--- src/design/assert_macros.svh ---
// Assertion macros shared by the descriptor scan RTL.
`ifndef ASSERT_MACROS_SVH
`define ASSERT_MACROS_SVH

`ifndef SYNTHESIS

// Same-cycle implication, disabled while reset is asserted
`define ASSERT_IMPLIES(lbl, clk, rst_n, ante, cons) \
	lbl: assert property (@(posedge clk) disable iff (!rst_n) (ante) |-> (cons)) \
		else $error("implication check failed");

// Next-cycle implication, disabled while reset is asserted
`define ASSERT_NEXT(lbl, clk, rst_n, ante, cons) \
	lbl: assert property (@(posedge clk) disable iff (!rst_n) (ante) |=> (cons)) \
		else $error("next-cycle check failed");

`else

`define ASSERT_IMPLIES(lbl, clk, rst_n, ante, cons)
`define ASSERT_NEXT(lbl, clk, rst_n, ante, cons)

`endif

`endif

--- src/design/upds_pkg.sv ---
// Types and constants for the USB printer descriptor scan.
package upds_pkg;

	// Configuration register indexes
	typedef enum logic {
		REG_TARGET_CLASS    = 1'b0,
		REG_TARGET_SUBCLASS = 1'b1
	} cfg_reg_t;

	localparam logic [7:0] CLASS_RESET    = 8'h07;
	localparam logic [7:0] SUBCLASS_RESET = 8'h01;

	// Descriptor types
	localparam logic [7:0] DESC_TYPE_IFACE = 8'h04;
	localparam logic [7:0] DESC_TYPE_EP    = 8'h05;

	// Minimum lengths for a descriptor to be examined
	localparam logic [7:0] IFACE_MIN_LEN = 8'd9;
	localparam logic [7:0] EP_MIN_LEN    = 8'd7;

	// Byte offsets inside a sub-descriptor
	localparam int OFF_LEN      = 0;
	localparam int OFF_TYPE     = 1;
	localparam int OFF_FIELD_A  = 2;
	localparam int OFF_EP_ATTR  = 3;
	localparam int OFF_IF_CLASS = 5;
	localparam int OFF_IF_SUB   = 6;

	// Absolute byte positions in the configuration descriptor
	localparam int POS_LEN_LO  = 2;
	localparam int POS_LEN_HI  = 3;
	localparam int POS_BODY    = 4;
	localparam int POS_CFG_VAL = 5;

	// Endpoint attribute decode
	localparam logic [1:0] XFER_BULK = 2'b10;

	// One input item
	typedef struct packed {
		logic [7:0] data_byte;
		logic       last;
	} byte_item_t;

	// Result of a finished transfer
	typedef struct packed {
		logic       found;
		logic [3:0] endpoint_number;
		logic [7:0] cfg_val;
	} scan_res_t;

endpackage

--- src/design/usb_byte_if.sv ---
// Valid/ready channel carrying descriptor bytes.
interface usb_byte_if;
	logic       valid;
	logic       ready;
	logic [7:0] data_byte;
	logic       last;

	modport source (output valid, output data_byte, output last, input ready);
	modport sink   (input valid, input data_byte, input last, output ready);
endinterface

--- src/design/usb_result_if.sv ---
// Valid/ready channel carrying scan results.
interface usb_result_if;
	logic       valid;
	logic       ready;
	logic       found;
	logic [3:0] endpoint_number;
	logic [7:0] cfg_val;

	modport source (output valid, output found, output endpoint_number,
		output cfg_val, input ready);
	modport sink   (input valid, input found, input endpoint_number,
		input cfg_val, output ready);
endinterface

--- src/design/usb_printer_descriptor_scan.sv ---
// Top level of the USB printer descriptor scan.
//
// Usage:
//   byte_in carries a configuration descriptor, one byte per item, with
//   last set on the final byte of the transfer. result_out carries one item
//   per transfer: found, the endpoint number of the first bulk OUT endpoint
//   inside an interface of the target class and subclass, and the
//   configuration value (byte 5).
//   cfg_we / cfg_index / cfg_wdata write target_class (index 0) and
//   target_subclass (index 1); write them only while no transfer is open.
// Timing:
//   Each byte is processed in the cycle it is accepted; one byte per cycle
//   is taken back to back while byte_in.ready is high. The result appears on
//   result_out the cycle after the last byte is accepted. The scan state clears
//   on that byte, so the next transfer may start in the following cycle.
//   The result register is the only buffer: byte_in.ready drops only while
//   a result waits and result_out.ready is low.
// Reset:
//   arst_n clears the scan and restores the targets to class 7, subclass 1.
`include "assert_macros.svh"

module usb_printer_descriptor_scan #(
	parameter int MAX_DESC_BYTES = 256
) (
	input  logic                clk,
	input  logic                arst_n,
	input  logic                cfg_we,
	input  logic                cfg_index,
	input  logic [7:0]          cfg_wdata,
	usb_byte_if.sink            byte_in,
	usb_result_if.source        result_out
);

	logic [7:0]           tclass_q, tsub_q;
	logic                 out_valid_q;
	upds_pkg::scan_res_t  res_q;
	upds_pkg::scan_res_t  res;
	upds_pkg::byte_item_t item;
	logic                 in_ready, take;

	assign in_ready      = !out_valid_q || result_out.ready;
	assign byte_in.ready = in_ready;
	assign take          = byte_in.valid && in_ready;
	assign item.data_byte = byte_in.data_byte;
	assign item.last      = byte_in.last;

	// Configuration registers
	always_ff @(posedge clk or negedge arst_n) begin
		if (!arst_n) begin
			tclass_q <= upds_pkg::CLASS_RESET;
			tsub_q   <= upds_pkg::SUBCLASS_RESET;
		end else if (cfg_we) begin
			unique case (upds_pkg::cfg_reg_t'(cfg_index))
				upds_pkg::REG_TARGET_CLASS:    tclass_q <= cfg_wdata;
				upds_pkg::REG_TARGET_SUBCLASS: tsub_q   <= cfg_wdata;
				default: ;
			endcase
		end
	end

	upds_scan #(
		.MAX_DESC_BYTES (MAX_DESC_BYTES)
	) u_scan (
		.clk             (clk),
		.arst_n          (arst_n),
		.take            (take),
		.item            (item),
		.target_class    (tclass_q),
		.target_subclass (tsub_q),
		.res             (res)
	);

	// Result register
	always_ff @(posedge clk or negedge arst_n) begin
		if (!arst_n) begin
			out_valid_q <= 1'b0;
		end else if (take && byte_in.last) begin
			out_valid_q <= 1'b1;
		end else if (result_out.ready) begin
			out_valid_q <= 1'b0;
		end
	end

	always_ff @(posedge clk) begin
		if (take && byte_in.last) begin
			res_q <= res;
		end
	end

	assign result_out.valid           = out_valid_q;
	assign result_out.found           = res_q.found;
	assign result_out.endpoint_number = res_q.endpoint_number;
	assign result_out.cfg_val         = res_q.cfg_val;

	// A last byte always leaves a result waiting
	`ASSERT_NEXT(a_last_loads, clk, arst_n, take && byte_in.last, out_valid_q)
	// No endpoint number is reported without a find
	`ASSERT_IMPLIES(a_ep_zero, clk, arst_n, out_valid_q && !res_q.found, res_q.endpoint_number == 4'h0)

endmodule

--- src/design/upds_scan.sv ---
// Per-byte descriptor walker: holds the scan state and updates it on each item.
`include "assert_macros.svh"

module upds_scan #(
	parameter int MAX_DESC_BYTES = 256
) (
	input  logic                  clk,
	input  logic                  arst_n,
	input  logic                  take,
	input  upds_pkg::byte_item_t  item,
	input  logic [7:0]            target_class,
	input  logic [7:0]            target_subclass,
	output upds_pkg::scan_res_t   res
);

	localparam int PW = $clog2(MAX_DESC_BYTES + 1);
	localparam int WW = PW + 4;
	// Width holding both an offset and a length byte, plus one
	localparam int CW = ((PW > 8) ? PW : 8) + 1;
	localparam logic [PW-1:0] MAX_POS = PW'(MAX_DESC_BYTES);

	logic [PW-1:0] pos_q, start_q, tot_q;
	logic [7:0]    dlen_q, lenlo_q, dtype_q, fa_q, cfgv_q;
	logic          match_q, stop_q;
	logic [4:0]    fep_q;

	logic [PW-1:0] pos_d, start_d, tot_d;
	logic [7:0]    dlen_d, lenlo_d, dtype_d, fa_d, cfgv_d;
	logic          match_d, stop_d;
	logic [4:0]    fep_d;

	logic [PW-1:0] pos_u, start_u, tot_u;
	logic [7:0]    dlen_u, lenlo_u, dtype_u, fa_u, cfgv_u;
	logic          match_u, stop_u;
	logic [4:0]    fep_u;

	logic          active;
	logic [15:0]   tot_raw;
	logic [PW-1:0] tot_new;
	logic [7:0]    v;
	logic [PW-1:0] off;
	logic [WW-1:0] start_w, tot_w;
	logic          ep_ok, iface_ok;

	// Length capture and clamp, byte masking past the total length, and endpoint/interface checks
	always_comb begin
		active  = pos_q < MAX_POS;
		tot_raw = {item.data_byte, lenlo_q};
		if (pos_q == PW'(upds_pkg::POS_LEN_HI)) begin
			tot_new = (tot_raw > 16'(MAX_DESC_BYTES)) ? MAX_POS : PW'(tot_raw);
		end else begin
			tot_new = tot_q;
		end
		if (pos_q >= PW'(upds_pkg::POS_BODY) && pos_q >= tot_q) begin
			v = 8'h00;
		end else begin
			v = item.data_byte;
		end
		off     = pos_q - start_q;
		start_w = WW'(start_q);
		tot_w   = WW'(tot_new);
		ep_ok   = dtype_q == upds_pkg::DESC_TYPE_EP && dlen_q >= upds_pkg::EP_MIN_LEN
			&& start_w + WW'(upds_pkg::EP_MIN_LEN) <= tot_w && match_q
			&& v[1:0] == upds_pkg::XFER_BULK && !fa_q[7];
		iface_ok = dtype_q == upds_pkg::DESC_TYPE_IFACE
			&& dlen_q >= upds_pkg::IFACE_MIN_LEN
			&& start_w + WW'(upds_pkg::IFACE_MIN_LEN) <= tot_w;
	end

	// Walk the sub-descriptors
	always_comb begin
		logic halt;
		halt    = 1'b0;
		pos_u   = pos_q;
		start_u = start_q;
		tot_u   = tot_q;
		dlen_u  = dlen_q;
		lenlo_u = lenlo_q;
		dtype_u = dtype_q;
		fa_u    = fa_q;
		cfgv_u  = cfgv_q;
		match_u = match_q;
		stop_u  = stop_q;
		fep_u   = fep_q;
		if (active) begin
			pos_u = pos_q + PW'(1);
			tot_u = tot_new;
			if (pos_q == PW'(upds_pkg::POS_LEN_LO)) begin
				lenlo_u = item.data_byte;
			end
			if (pos_q == PW'(upds_pkg::POS_CFG_VAL)) begin
				cfgv_u = v;
			end
			if (!stop_q && pos_q >= start_q) begin
				if (pos_q >= PW'(upds_pkg::POS_LEN_HI)
					&& start_w + WW'(2) > tot_w) begin
					stop_u = 1'b1;
				end else begin
					unique case (off)
						PW'(upds_pkg::OFF_LEN): begin
							dlen_u = v;
							if (v == 8'h00) begin
								stop_u = 1'b1;
								halt   = 1'b1;
							end
						end
						PW'(upds_pkg::OFF_TYPE):    dtype_u = v;
						PW'(upds_pkg::OFF_FIELD_A): fa_u = v;
						PW'(upds_pkg::OFF_EP_ATTR): begin
							if (ep_ok) begin
								fep_u  = {1'b1, fa_q[3:0]};
								stop_u = 1'b1;
								halt   = 1'b1;
							end
						end
						PW'(upds_pkg::OFF_IF_CLASS): fa_u = v;
						PW'(upds_pkg::OFF_IF_SUB): begin
							if (iface_ok) begin
								match_u = (fa_q == target_class) && (v == target_subclass);
							end
						end
						default: ;
					endcase
					// Descriptor ends on this byte: next one starts right after it
					if (!halt && (CW'(off) + CW'(1)) == CW'(dlen_u)) begin
						start_u = pos_q + PW'(1);
					end
				end
			end
		end
	end

	// Result and next state: a last item reports, then clears the scan
	always_comb begin
		res.found           = fep_u[4];
		res.endpoint_number = fep_u[3:0];
		res.cfg_val         = cfgv_u;
		pos_d   = pos_q;
		start_d = start_q;
		tot_d   = tot_q;
		dlen_d  = dlen_q;
		lenlo_d = lenlo_q;
		dtype_d = dtype_q;
		fa_d    = fa_q;
		cfgv_d  = cfgv_q;
		match_d = match_q;
		stop_d  = stop_q;
		fep_d   = fep_q;
		if (take) begin
			if (item.last) begin
				pos_d   = '0;
				start_d = '0;
				tot_d   = '0;
				dlen_d  = '0;
				lenlo_d = '0;
				dtype_d = '0;
				fa_d    = '0;
				cfgv_d  = '0;
				match_d = 1'b0;
				stop_d  = 1'b0;
				fep_d   = '0;
			end else begin
				pos_d   = pos_u;
				start_d = start_u;
				tot_d   = tot_u;
				dlen_d  = dlen_u;
				lenlo_d = lenlo_u;
				dtype_d = dtype_u;
				fa_d    = fa_u;
				cfgv_d  = cfgv_u;
				match_d = match_u;
				stop_d  = stop_u;
				fep_d   = fep_u;
			end
		end
	end

	// Scan state registers
	always_ff @(posedge clk or negedge arst_n) begin
		if (!arst_n) begin
			pos_q   <= '0;
			start_q <= '0;
			tot_q   <= '0;
			dlen_q  <= '0;
			lenlo_q <= '0;
			dtype_q <= '0;
			fa_q    <= '0;
			cfgv_q  <= '0;
			match_q <= 1'b0;
			stop_q  <= 1'b0;
			fep_q   <= '0;
		end else begin
			pos_q   <= pos_d;
			start_q <= start_d;
			tot_q   <= tot_d;
			dlen_q  <= dlen_d;
			lenlo_q <= lenlo_d;
			dtype_q <= dtype_d;
			fa_q    <= fa_d;
			cfgv_q  <= cfgv_d;
			match_q <= match_d;
			stop_q  <= stop_d;
			fep_q   <= fep_d;
		end
	end

	// A captured endpoint always ends the walk
	`ASSERT_IMPLIES(a_found_stops, clk, arst_n, fep_q[4], stop_q)
	// The walk never points past the byte about to arrive
	`ASSERT_IMPLIES(a_start_bounded, clk, arst_n, 1'b1, start_q <= pos_q)

endmodule

--- src/flat_wrapper.sv ---
// flat-port wrapper written by rule: the top's interface ports become plain ports
module usb_printer_descriptor_scan_flat 
#(
	parameter int MAX_DESC_BYTES = 256
)
  (clk, arst_n, cfg_we, cfg_index, cfg_wdata, byte_in_valid, byte_in_data_byte, byte_in_last, byte_in_ready, result_out_valid, result_out_found, result_out_endpoint_number, result_out_cfg_val, result_out_ready);
  usb_byte_if byte_in_i ();
  usb_result_if result_out_i ();
  input  logic clk;
  input  logic arst_n;
  input  logic cfg_we;
  input  logic cfg_index;
  input  logic [7:0] cfg_wdata;
  input wire logic [$bits(byte_in_i.valid)-1:0] byte_in_valid;
  input wire logic [$bits(byte_in_i.data_byte)-1:0] byte_in_data_byte;
  input wire logic [$bits(byte_in_i.last)-1:0] byte_in_last;
  output wire logic [$bits(byte_in_i.ready)-1:0] byte_in_ready;
  output wire logic [$bits(result_out_i.valid)-1:0] result_out_valid;
  output wire logic [$bits(result_out_i.found)-1:0] result_out_found;
  output wire logic [$bits(result_out_i.endpoint_number)-1:0] result_out_endpoint_number;
  output wire logic [$bits(result_out_i.cfg_val)-1:0] result_out_cfg_val;
  input wire logic [$bits(result_out_i.ready)-1:0] result_out_ready;
  assign byte_in_i.valid = byte_in_valid;
  assign byte_in_i.data_byte = byte_in_data_byte;
  assign byte_in_i.last = byte_in_last;
  assign byte_in_ready = byte_in_i.ready;
  assign result_out_valid = result_out_i.valid;
  assign result_out_found = result_out_i.found;
  assign result_out_endpoint_number = result_out_i.endpoint_number;
  assign result_out_cfg_val = result_out_i.cfg_val;
  assign result_out_i.ready = result_out_ready;
  usb_printer_descriptor_scan #(.MAX_DESC_BYTES(MAX_DESC_BYTES)) u_core (.clk(clk), .arst_n(arst_n), .cfg_we(cfg_we), .cfg_index(cfg_index), .cfg_wdata(cfg_wdata), .byte_in(byte_in_i), .result_out(result_out_i));
endmodule
--- config.mk ---
export PLATFORM = sky130hd
export DESIGN_NAME = usb_printer_descriptor_scan_flat
export DESIGN_NICKNAME = d
export VERILOG_FILES = /design/src/design/upds_pkg.sv /design/src/design/usb_byte_if.sv /design/src/design/usb_result_if.sv /design/src/design/usb_printer_descriptor_scan.sv /design/src/design/upds_scan.sv /design/src/flat_wrapper.sv
export VERILOG_INCLUDE_DIRS = /design/src /design/src/design
export SDC_FILE = /design/constraint.sdc
export NUM_CORES = 1
export LEC_CHECK = 0
export BUFFER_PORTS_ARGS = -buffer_cell sky130_fd_sc_hd__buf_2
export CAP_MARGIN = 10
export CORE_ASPECT_RATIO = 2
export CORE_MARGIN = 5
export CORE_UTILIZATION = 45
export CTS_CLUSTER_DIAMETER = 100
export DETAILED_ROUTE_END_ITERATION = 10
export GPL_TIMING_DRIVEN = 0
export PLACE_DENSITY_LB_ADDON = 0.1
export SLEW_MARGIN = 20
export SYNTH_ARGS = -nofsm -noshare
export SYNTH_HDL_FRONTEND = slang
export SYNTH_SLANG_ARGS = --single-unit
--- constraint.sdc ---
create_clock -name clk -period 5.5 [get_ports clk]
set_clock_uncertainty 0.05 [all_clocks]
set_input_delay 1.65 -clock clk [delete_from_list [all_inputs] [get_ports clk]]
set_output_delay 1.65 -clock clk [all_outputs]
set_load 0.005 [all_outputs]
==> results.toml <==
[synth]
synth_most_common_cell = "dfrtp_1"
synth-async-reset-ratio = 0.875
ys.flop_type = "dfrtp_1"
synth_top_cell_area_share = 0.306
synth_edf_count = 13
syn_nets = 804
synth_area_leaders = "dfrtp_1, ha_1, edfxtp_1"
ys_warn_count = 0
synthCells = 726
yosysUniqueCellTypes = 75
syn-cell-area_um2 = 7110
synth-seq-cells = 104
ys_top_cells_by_count = "dfrtp_1, nand2_1, ha_1"
avgSynthCellArea_um2 = 9.79
synth_top_cell_by_area = "dfrtp_1"
ys_seq_area_frac = 0.376

[setup_path]
crit_arrival_ns = 5.51
r2r_slack_ns = 0.47
r2r-start = "u_core.u_scan.pos_q[1]"
crit_type = "in -> reg"
worstSetupStartpointType = "input port"
worstReg2RegEnd = "u_core.u_scan.fep_q[0]"
endpoint_kind = "flip-flop"
reg2regPathDepth = 18
worstPathRequired_ns = 5.69
worstPathMaxFanout = 6

[sta]
tns_ns = 0
period_share = 0.966
tightest_slew_ns = 0.869
slew_violations = 0
worst_slew_margin_rel = 0.414
finalCriticalPeriod_ns = 5.32
hold_violations = 0
setup_viol = 0
fmax_mhz = 188
timing.final.ws_setup_ns = 0.185
holdWs_ns = 0.447
rsz0062_at_grt = "false"

[outcome]
outcome = "completed"

[grt]
grt_max_degree = 68
top_usage_layer = "met2"
grt_pass1_vias = 6140
grt_usage = 0.239
gr-usage-met3 = 0.0283
overflow = 0
grt_use_met2 = 0.450
grtUsageMet1 = 0.232
antenna_found_initial = 0
grt_pass1_wl_um = 33800

[drt]
drt_iter0_markers = 238
routedWlPerCell_um = 22.5
avgViaCountPerCell = 6.03
finalWirelength_um = 22100
drc = 0
first_pass_iters = 4
drtAntennaViolNets = 0
num_vias = 5915

[power_and_ir_drop]
p_clk_frac = 0.198
p_leak_uw = 0.00340
power.internal_uw = 1920
seq_power_share = 0.302
powerDensity_nw_per_um2 = 416
vdd_drop_max_mv = 0.422
p_sw_frac = 0.418
p_comb_frac = 0.500
p_sw_uw = 1380
total_power_uw = 3310

[die]
core_area_um2 = 15700
dieHeight_um = 188
die_area_um2 = 18600
pin_count = 38
start_util = 0.453
die_x_um = 98.9
num_rows = 65

[final_layout]
area.growth.synth_to_final_pct = 11.9
n_antenna_cell = 0
drive_gt1_frac = 0.147
fillers = 1480
nets = 853
utilization = 0.507

[clock_network]
clk_pin_slew_worst_paths_ns = 0.07
cts-root-buf = "clkbuf_16"
clkLatencyLatePin_ns = 0.36
cts.sinks = 104
cts_tree = "built"
htree_levels = 3
cts-buffers-inserted = 9
cts_buffer_depth = 2
postCtsHoldBufs = 0

[flow_run]
max_cap_violations = 0

[placement]
pre_cts_ws_ns = -1.34
place_congestion = 0.933
dp_hpwl_um = 17700
io_buffers = 34

[worst_hold_path]
hold_end = "u_core.u_scan.fep_q[4]"
worstHoldPathCells = 2
hp-start = "u_core.u_scan.fep_q[4]"
hp-class = "reg -> reg"
==> layer usage <==
| metal | routed length (um) | part of all wire | vias up |
|---|---|---|---|
| li1 | - | - | 2764 |
| met1 | 7540 | 0.34 | 2901 |
| met2 | 12200 | 0.55 | 170 |
| met3 | 701 | 0.032 | 80 |
| met4 | 1610 | 0.073 | 0 |
| met5 | 0 | 0 | - |
==> cell type report <==
cell class | count | area [um2] | share of cell area
Multi-Input combinational cell | 556 | 4230 | 0.532
Sequential cell | 104 | 2670 | 0.336
Clock buffer | 10 | 229 | 0.0288
Timing Repair Buffer | 38 | 226 | 0.0285
Buffer | 31 | 144 | 0.0181
Inverter | 35 | 131 | 0.0165
Clock inverter | 6 | 67.6 | 0.00849
Tap cell | 201 | 251 | 0.0316
==> repair_timing <==
| action | CTS | global route |
|---|---|---|
| setup endpoints to repair | 45 | 42 |
| resized for setup | 9 | 7 |
| gates cloned | 0 | 0 |
| setup buffers | 1 | 2 |
| pin swaps | 1 | 1 |
==> cell usage in the layout, fill, tap and decap left out, types with 7 or more instances in the layout <==
cell / count
a21oi_1: 16
nand3_1: 20
mux2_2: 26
a21o_1: 9
o21ai_0: 36
ha_1: 54
nor3_1: 12
clkbuf_16: 9
xor2_1: 14
and3_1: 7
nor2b_1: 13
dfrtp_1: 87
xnor2_1: 43
a22o_1: 37
buf_2: 35
nor2_1: 49
edfxtp_1: 13
inv_1: 35
clkbuf_1: 24
mux2i_1: 15
a31oi_1: 7
a32o_1: 12
nand4_1: 10
nand2_1: 66
==> logic make-up (layout without fill, tap and decap cells) <==
family / after synthesis / after routing / synth area share
AO/OA/AOI/OAI: 178 / 178 / 0.191
XOR/XNOR: 57 / 57 / 0.0702
adder cells (fa/ha/maj): 56 / 56 / 0.0993
buffers and inverters: 66 / 120 / 0.0384
flip-flops: 104 / 104 / 0.376
multiplexers: 43 / 43 / 0.0657
AND/OR/NAND/NOR: 222 / 222 / 0.160
==> power groups by stage <==
stage                     Combinational (uW)  Clock [uW]  Sequential [uW]
after floorplan                         1210           0              971
after global placement                  1580           0             1010
after detailed placement                1610           0             1010
after CTS                               1650         666              996
after global routing                    1780         700             1010
final                                   1650         654              998
==> metrics by stage <==
| stage | area, um2 | std cells |
|---|---|---|
| after floorplan | 7110 | 726 |
| after global placement | 7530 | 961 |
| after detailed placement | 7560 | 962 |
| after CTS | 7910 | 979 |
| after global routing | 7960 | 981 |
| final | 7960 | 981 |
==> registers in the layout, indices dropped and copies added (netlist names), 4 cells and up <==
name,count
u_core.u_scan.dlen_q,8
u_core.u_scan.fa_q,8
u_core.result_out.cfg_val,8
u_core.u_scan.cfgv_q,8
u_core.u_scan.fep_q,5
u_core.result_out.endpoint_number,4
u_core.tsub_q,8
u_core.u_scan.lenlo_q,8
u_core.u_scan.tot_q,9
u_core.u_scan.dtype_q,8
u_core.tclass_q,8
u_core.u_scan.pos_q,9
u_core.u_scan.start_q,9
==> critical path, stage by stage <==
cell and delay (ns):
buf_2 0.16, nor4_4 0.38, nand2_1 0.15, a211oi_4 0.22, buf_4 0.18, a22oi_1 0.17, ha_1 0.38, nand4_1 0.09
nor3_1 0.21, a22o_1 0.20, nand3_1 0.10, a31oi_2 0.31, o2111ai_1 0.20, nor3_2 0.22, buf_4 0.17, nand2_1 0.17
mux2_2 0.34, a22o_1 0.21
==> worst max-delay path by stage <==
stage | from | cells past startpoint | to | slack, ns
detailed placement | byte_in_data_byte[6] | 16 | u_core.u_scan.fep_q[0] | -1.34
global placement | byte_in_data_byte[6] | 16 | u_core.u_scan.fep_q[1] | -1.34
floorplan | byte_in_data_byte[6] | 16 | u_core.u_scan.start_q[2] | 0.22
CTS | byte_in_data_byte[6] | 17 | u_core.u_scan.fep_q[0] | 0.007
global route | byte_in_data_byte[6] | 18 | u_core.u_scan.fep_q[0] | 0.04
finish | byte_in_data_byte[6] | 18 | u_core.u_scan.fep_q[0] | 0.18
Note: power is estimated with default switching activity, not from simulation.
